--- src/rtl/core/tsl_pkg.sv ---
// tsl_pkg: transaction types, operation and status codes, and the
// controller/datapath command and status structs of the table step lookup.
// No dependencies.
`default_nettype none

package tsl_pkg;

   // operation codes
   localparam logic [1:0] OP_WRITE  = 2'd0;
   localparam logic [1:0] OP_SHAPE  = 2'd1;
   localparam logic [1:0] OP_LOOKUP = 2'd2;

   // result status codes
   localparam logic [2:0] ST_OK         = 3'd0;
   localparam logic [2:0] ST_UNDEFINED  = 3'd1;
   localparam logic [2:0] ST_NOT_1D     = 3'd2;
   localparam logic [2:0] ST_BAD_COLUMN = 3'd3;
   localparam logic [2:0] ST_NOT_INCR   = 3'd4;

   // how a decoded transaction continues
   localparam logic [1:0] CAT_IMMEDIATE = 2'd0;
   localparam logic [1:0] CAT_ONE_ROW   = 2'd1;
   localparam logic [1:0] CAT_SEARCH    = 2'd2;

   // element read selects
   localparam logic [2:0] RD_A1   = 3'd0;
   localparam logic [2:0] RD_A2   = 3'd1;
   localparam logic [2:0] RD_PREV = 3'd2;
   localparam logic [2:0] RD_NEXT = 3'd3;
   localparam logic [2:0] RD_UP   = 3'd4;
   localparam logic [2:0] RD_DOWN = 3'd5;
   localparam logic [2:0] RD_ONE  = 3'd6;

   // capture selects for the segment fetch
   localparam logic [1:0] CAP_A1   = 2'd0;
   localparam logic [1:0] CAP_A2   = 2'd1;
   localparam logic [1:0] CAP_PREV = 2'd2;
   localparam logic [1:0] CAP_NEXT = 2'd3;

   typedef struct packed {
      logic [1:0]         op;
      logic [1:0]         table_id;
      logic [6:0]         row;
      logic [3:0]         column;
      logic               one_dimensional;
      logic signed [31:0] value;
   } req_type;

   typedef struct packed {
      logic [2:0]         status;
      logic signed [31:0] previous_value;
      logic signed [31:0] next_value;
      logic [5:0]         segment;
   } rsp_type;

   typedef struct packed {
      logic       capture;
      logic       decode;
      logic       rd_en;
      logic [2:0] rd_sel;
      logic       cap_en;
      logic [1:0] cap_sel;
      logic       cap_one;
      logic       up_step;
      logic       down_step;
      logic       finish;
   } ctl_cmd_type;

   typedef struct packed {
      logic [1:0] category;
      logic       up_go;
      logic       up_hit;
      logic       down_go;
      logic       down_hit;
   } ctl_status_type;

endpackage

`default_nettype wire

--- src/rtl/core/tsl_ctrl.sv ---
// tsl_ctrl: sequencer of the table step lookup; issues datapath commands
// and runs the up/down segment search. Depends on tsl_pkg.
`default_nettype none

module tsl_ctrl (
   input  wire logic                    clock,
   input  wire logic                    reset,
   input  wire logic                    start,
   output      logic                    busy,
   output      logic                    rsp_strobe,
   input  wire tsl_pkg::ctl_status_type stat,
   output      tsl_pkg::ctl_cmd_type    cmd
);

   localparam logic [3:0] S_IDLE    = 4'd0;
   localparam logic [3:0] S_DECODE  = 4'd1;
   localparam logic [3:0] S_UP_RD   = 4'd2;
   localparam logic [3:0] S_UP_CMP  = 4'd3;
   localparam logic [3:0] S_DN_RD   = 4'd4;
   localparam logic [3:0] S_DN_CMP  = 4'd5;
   localparam logic [3:0] S_FETCH   = 4'd6;
   localparam logic [3:0] S_ONE_RD  = 4'd7;
   localparam logic [3:0] S_ONE_CAP = 4'd8;
   localparam logic [3:0] S_FINISH  = 4'd9;
   localparam logic [3:0] S_RESP    = 4'd10;

   localparam logic [2:0] FETCH_LAST = 3'd4;

   logic [3:0] state_ff, state_in;
   logic [2:0] fetch_ff, fetch_in;

   always_ff @(posedge clock) begin
      if (reset) begin
         state_ff <= S_IDLE;
         fetch_ff <= '0;
      end else begin
         state_ff <= state_in;
         fetch_ff <= fetch_in;
      end
   end

   always_comb begin
      state_in = state_ff;
      fetch_in = fetch_ff;
      cmd      = '0;
      unique case (state_ff)
         S_IDLE: begin
            if (start) begin
               cmd.capture = 1'b1;
               state_in    = S_DECODE;
            end
         end
         S_DECODE: begin
            cmd.decode = 1'b1;
            unique case (stat.category)
               tsl_pkg::CAT_ONE_ROW: state_in = S_ONE_RD;
               tsl_pkg::CAT_SEARCH:  state_in = S_UP_RD;
               default:              state_in = S_RESP;
            endcase
         end
         S_UP_RD: begin
            if (stat.up_go) begin
               cmd.rd_en  = 1'b1;
               cmd.rd_sel = tsl_pkg::RD_UP;
               state_in   = S_UP_CMP;
            end else begin
               state_in = S_DN_RD;
            end
         end
         S_UP_CMP: begin
            if (stat.up_hit) begin
               cmd.up_step = 1'b1;
               state_in    = S_UP_RD;
            end else begin
               state_in = S_DN_RD;
            end
         end
         S_DN_RD: begin
            if (stat.down_go) begin
               cmd.rd_en  = 1'b1;
               cmd.rd_sel = tsl_pkg::RD_DOWN;
               state_in   = S_DN_CMP;
            end else begin
               state_in = S_FETCH;
            end
         end
         S_DN_CMP: begin
            if (stat.down_hit) begin
               cmd.down_step = 1'b1;
               state_in      = S_DN_RD;
            end else begin
               state_in = S_FETCH;
            end
         end
         S_FETCH: begin
            // four reads in a row, each captured in the cycle after its read
            unique case (fetch_ff)
               3'd0: begin
                  cmd.rd_en  = 1'b1;
                  cmd.rd_sel = tsl_pkg::RD_A1;
               end
               3'd1: begin
                  cmd.rd_en   = 1'b1;
                  cmd.rd_sel  = tsl_pkg::RD_A2;
                  cmd.cap_en  = 1'b1;
                  cmd.cap_sel = tsl_pkg::CAP_A1;
               end
               3'd2: begin
                  cmd.rd_en   = 1'b1;
                  cmd.rd_sel  = tsl_pkg::RD_PREV;
                  cmd.cap_en  = 1'b1;
                  cmd.cap_sel = tsl_pkg::CAP_A2;
               end
               3'd3: begin
                  cmd.rd_en   = 1'b1;
                  cmd.rd_sel  = tsl_pkg::RD_NEXT;
                  cmd.cap_en  = 1'b1;
                  cmd.cap_sel = tsl_pkg::CAP_PREV;
               end
               default: begin
                  cmd.cap_en  = 1'b1;
                  cmd.cap_sel = tsl_pkg::CAP_NEXT;
               end
            endcase
            if (fetch_ff == FETCH_LAST) begin
               fetch_in = '0;
               state_in = S_FINISH;
            end else begin
               fetch_in = fetch_ff + 3'd1;
            end
         end
         S_ONE_RD: begin
            cmd.rd_en  = 1'b1;
            cmd.rd_sel = tsl_pkg::RD_ONE;
            state_in   = S_ONE_CAP;
         end
         S_ONE_CAP: begin
            cmd.cap_one = 1'b1;
            state_in    = S_FINISH;
         end
         S_FINISH: begin
            cmd.finish = 1'b1;
            state_in   = S_RESP;
         end
         S_RESP: begin
            state_in = S_IDLE;
         end
         default: begin
            state_in = S_IDLE;
         end
      endcase
   end

   assign busy       = (state_ff != S_IDLE);
   assign rsp_strobe = (state_ff == S_RESP);

endmodule

`default_nettype wire

--- config.mk ---
export PLATFORM = sky130hd
export DESIGN_NAME = tsl_ctrl
export DESIGN_NICKNAME = d
export VERILOG_FILES = /design/src/rtl/core/tsl_pkg.sv /design/src/rtl/core/tsl_ctrl.sv
export SDC_FILE = /design/constraint.sdc
export NUM_CORES = 1
export LEC_CHECK = 0
export BUFFER_PORTS_ARGS = -buffer_cell sky130_fd_sc_hd__buf_2
export CORE_MARGIN = 2
export CORE_UTILIZATION = 44
export CTS_CLUSTER_DIAMETER = 150
export DETAILED_ROUTE_END_ITERATION = 10
export GPL_TIMING_DRIVEN = 1
export PLACE_DENSITY = 0.84
export SLEW_MARGIN = 20
export SYNTH_ARGS = -nofsm -noshare
export SYNTH_HDL_FRONTEND = slang
export SYNTH_SLANG_ARGS = --single-unit
export TNS_END_PERCENT = 30
--- constraint.sdc ---
create_clock -name clock -period 1.5 [get_ports clock]
set_clock_uncertainty 0.1 [all_clocks]
set_input_delay 0.15 -clock clock [delete_from_list [all_inputs] [get_ports clock]]
set_output_delay 0.15 -clock clock [all_outputs]
set_load 0.02 [all_outputs]
# [After elaboration in Yosys (flattened, before gate mapping)]
# Cells that the tools add are included.
[word_totals] wordCells=49 romBits=0 ff_bits=7 memories=0 mem_bits_rw=0 latch_bits=0
[op_classes] multipliers=0 n_bitwise=0 n_eq_ne=18 n_div=0 n_addsub=1 n_reduce_logical=4 n_lt_le_gt_ge=0 n_mux=24 shift=0
[ops] cell="case mux 4 bit (10 select lines)" n=1
[ops] cell="case mux 4 bit (4 select lines)" n=2
[ops] cell="equality test 4 x 3 -> 1 bit (second input constant)" n=4
[ops] cell="2-to-1 mux 4 bit" n=4
[ops] cell="equality test 4 bit (second input constant)" n=3
[ops] cell="2-to-1 mux 3 bit" n=4
[ops] cell="case mux 3 bit (4 select lines)" n=1
[ops] cell="2-to-1 mux 1 bit" n=9
[ops] cell="equality test 4 x 2 -> 1 bit (second input constant)" n=2
[ops] cell="case mux 4 bit (2 select lines)" n=1
[ops] cell="equality test 3 x 2 -> 1 bit (second input constant)" n=2
[ops] cell="equality test 4 x 1 -> 1 bit (second input constant)" n=1
[ops] cell="logical NOT 4 bit" n=1
[ops] cell="2-to-1 mux 2 bit" n=2
[ops] cell="!= test 2 bit (second input constant)" n=2
[ops] cell="nonzero test 4 bit" n=1
[ops] cell="adder 3 x 1 -> 3 bit (second input constant)" n=1
[ops] cell="equality test 3 x 1 -> 1 bit (second input constant)" n=1
[ops] cell="equality test 3 bit (second input constant)" n=1
[ops] cell="logical NOT 3 bit" n=1
[ops] cell="equality test 2 x 1 -> 1 bit (second input constant)" n=1
[ops] cell="equality test 2 bit (second input constant)" n=1
[ops] cell="AND reduction 2 bit" n=1

# [Longest topological paths before layout]
[depth] ltp_word=3 depth_mapped=5 ltp_nobuf=5

# [Worst setup path after synthesis]
# OpenSTA, ideal clock, no wires.
[synth_timing] path_kind="reg2out" start="register state_ff[0]" end="output cmd[10] (netlist bit)" stages_incl_launch_ff=5 slack_ns=-0.229 t_required_ns=1.250 arrival_ns=1.479 path_buffers=1 cell_sequence="dfxtp_1 > buf_4 > or4bb_1 > a31oi_2 > a21o_1"
[synth_rtl] item="start: declaration" line="tsl_ctrl.sv:29" source="logic [3:0] state_ff, state_in;"
[synth_rtl] item="start signal: assignment" line="tsl_ctrl.sv:37" source="state_ff <= state_in;"
[synth_rtl] item="end: declaration" line="tsl_ctrl.sv:12" source="output tsl_pkg::ctl_cmd_type cmd"

==> run summary <==
Port Buffers: 23
die area: 0.00203 mm²
WHS Endpoint: state_ff[2]$_SDFFE_PP0P_
Clock Tree Buf Depth: 2
CTS clk-pin slew, worst paths: 0.06 ns
status: finished with violations
Final setup viols: 18
Diodes inserted: 0
post-synthesis simple-gate area fraction: 35.6%
critical path's top delay family: flip-flops
# placed instances: 148
Top FF cell, synth: dfxtp_1
CTS tree: done
grt ovf: 0
Inserted Clock Buffers: 3
FMAX: 542 MHz
sequential-to-total area share from yosys stat: 18.9%
Detail Placement HPWL: 1610 µm
Util after Layout: 85.4%
proportion of layout cells with a drive suffix above 1: 60.7%
CP max-delay cell: dfxtp_4
critical path class: flip-flop to primary output
Die H: 45.1 µm
Placer Congestion: 0.858
dpl ws: -0.124 ns
CTS Root Cell: clkbuf_4
count leader, synth: nand2_1
post-synthesis adder-cell area fraction: 10.1%
Ys Warns: 0
synthesized flop and latch total: 7
Critical Path Fanout Max: 4
critical path buffer and inverter count: 3
Synthesized Nets: 112
Synth top area share: 18.9%
R2R Path Start: fetch_ff[0]$_SDFFE_PP0P_
initial antenna violation count: 0
top post-synthesis cells by area: dfxtp_1, ha_1, a21oi_1, nand2_1, nor3_1
RSZ-0062 raised after global routing: true
Post-DP Area: 985 µm²
vias in the first global route: 884
period utilization: 123%
post-DR vias/cell: 6.29
Final WS setup: -0.345 ns
largest family of logic cells by synthesized area: simple AND/OR/NAND/NOR gates
Crit Reg-Reg Endpoint: state_ff[2]$_SDFFE_PP0P_
Hold Vio Cnt, Final: 0
area grow syn2layout: 77.4%
1st-iter DRT viols: 34
worst-skew pair later-pin latency: 0.26 ns
total track usage: 29.0%
Initial Util: 48.1%
CP endpoint kind: primary output
Max Slew Vio Count: 0
worst hold start: reset
number of remaining DRC errors: 0
slew margin rel.: 72.5%
actual slew at the worst max-slew pin: 0.410 ns
Routed Antenna Nets: 0
maxcap violations: 0
synthesized instance count: 97
failing checks: negative setup slack
WL/cell: 18.2 µm
IR drop worst, VDD: 0.877 mV
Design Area, Final: 0.00132 mm²
PwrDens: 1280 mW/mm²
crit path DAT: 1.59 ns
1st-pass router iterations: 5
site row count: 14
mux contribution to synthesized area: 1.35%
Die Wd: 45.1 µm
I/O pin count: 24
pin count of the biggest net entering global routing: 15
post-route insts no fill: 161
H-tree lvl count: 1
area leader, netlist: dfxtp_1
Worst Reg-to-Reg Cells: 7
drt total wl: 2940 µm
WHS Path Cells: 2
Synth top cells by count: nand2_1, a21oi_1, dfxtp_1
Distinct cells, synth: 39
ys async rst share: 0%
global-route wire length before repair: 4200 µm
Final nets: 161
CTS Sinks: 7
Pleak: 0.552 nW
Compound-Gate Fraction of Synth Area: 23.1%
Worst Hold Class: primary input to flip-flop
Crit path top cell by count: buf_4
core footprint: 0.00154 mm²
synthesized cell area: 742 µm²
startpoint types: flip-flop
vias after detailed routing: 1012
xor/xnor share of the synthesized area: 0%
Required @ worst endpoint: 1.25 ns
worst hold margin: 0.103 ns
crit-path cells: inv_4, ha_4, nor3_4, buf_4, nor3_1, nor2_1, buf_4
critical path's largest stage delay: 0.40 ns
Post-synth EDFFs: 0
Avg Cell Area, Syn: 7.65 µm²
R2R Setup Slk: -0.22 ns
min cycle time layout: 1.84 ns
[flip-flops by register name (all words and copies together), names as in the netlist]
register and cells:
state_ff 4, fetch_ff 3
[power by group]
part	total [mW]	switching [mW]	internal, mW
sequential	0.311	0.0697	0.242
combinational	1.19	0.607	0.585
clock	0.178	0.0758	0.102
total	1.68	0.753	0.929
[kinds of logic (layout without fill, tap and decap cells)]
group           count (synthesis)  after routing
buf+inv                        15             63
fa+ha+maj                       6              6
compound gates                 23             23
simple gates                   45             45
flops                           7              7
mux                             1              1
[metal layers]
layer	vias to the layer above	track usage, %	share of wire (%)
li1	454	-	-
met1	480	37.8	43
met2	64	46.9	48
met3	14	7.20	6.6
met4	0	9.41	2.8
met5	-	0	0
[what timing repair did]
action / 4_1_cts / 5_1_grt
cloned: 0 / 0
buffers inserted: 7 / 2
hold buffers: 0 / 0
endpoints found under the setup margin: 19 / 22
resized for setup: 48 / 13
pin swaps: 10 / 5
[stage by stage]
step                TNS (ns)  power (mW)
detailed placement    -0.550        1.20
global route           -3.78        1.77
CTS                    -2.07        1.55
floorplan             -0.338       0.925
global placement      -0.236        1.17
finish                 -2.90        1.68
[worst max-delay path by stage]
stage,startpoint,end,slack (ns),depth (start not counted)
6_report,fetch_ff[0]$_SDFFE_PP0P_,cmd[5],-0.34,7
3_3_place_gp,state_ff[1]$_SDFFE_PP0P_,cmd[10],-0.08,4
3_5_place_dp,fetch_ff[0]$_SDFFE_PP0P_,cmd[10],-0.12,6
2_1_floorplan,state_ff[0]$_SDFFE_PP0P_,cmd[10],-0.18,4
4_1_cts,state_ff[0]$_SDFFE_PP0P_,cmd[10],-0.30,4
5_1_grt,fetch_ff[0]$_SDFFE_PP0P_,cmd[5],-0.39,7
[placed cells by master (no fill, tap or decap), types with 2 or more instances in the layout]
cell type,count
nand2_1,9
buf_2,15
inv_4,2
inv_1,3
dfxtp_4,4
nor2_1,4
nand3_1,4
ha_4,5
buf_6,6
o21ai_0,2
buf_8,2
dfxtp_2,2
or3_1,2
a21oi_2,2
or4bb_4,2
nand3b_1,4
nor3_1,5
buf_4,30
clkbuf_4,3
a21oi_1,6
[area by class of cell]
type	count	area (µm²)
well taps	16	20.0
clock buffers	4	26.3
multi-input cells	75	687
repair buffers	53	398
fillers	87	225
flip-flops and latches	7	158
inverters	6	27.5
No activity file was read; power rests on OpenSTA's default activity.
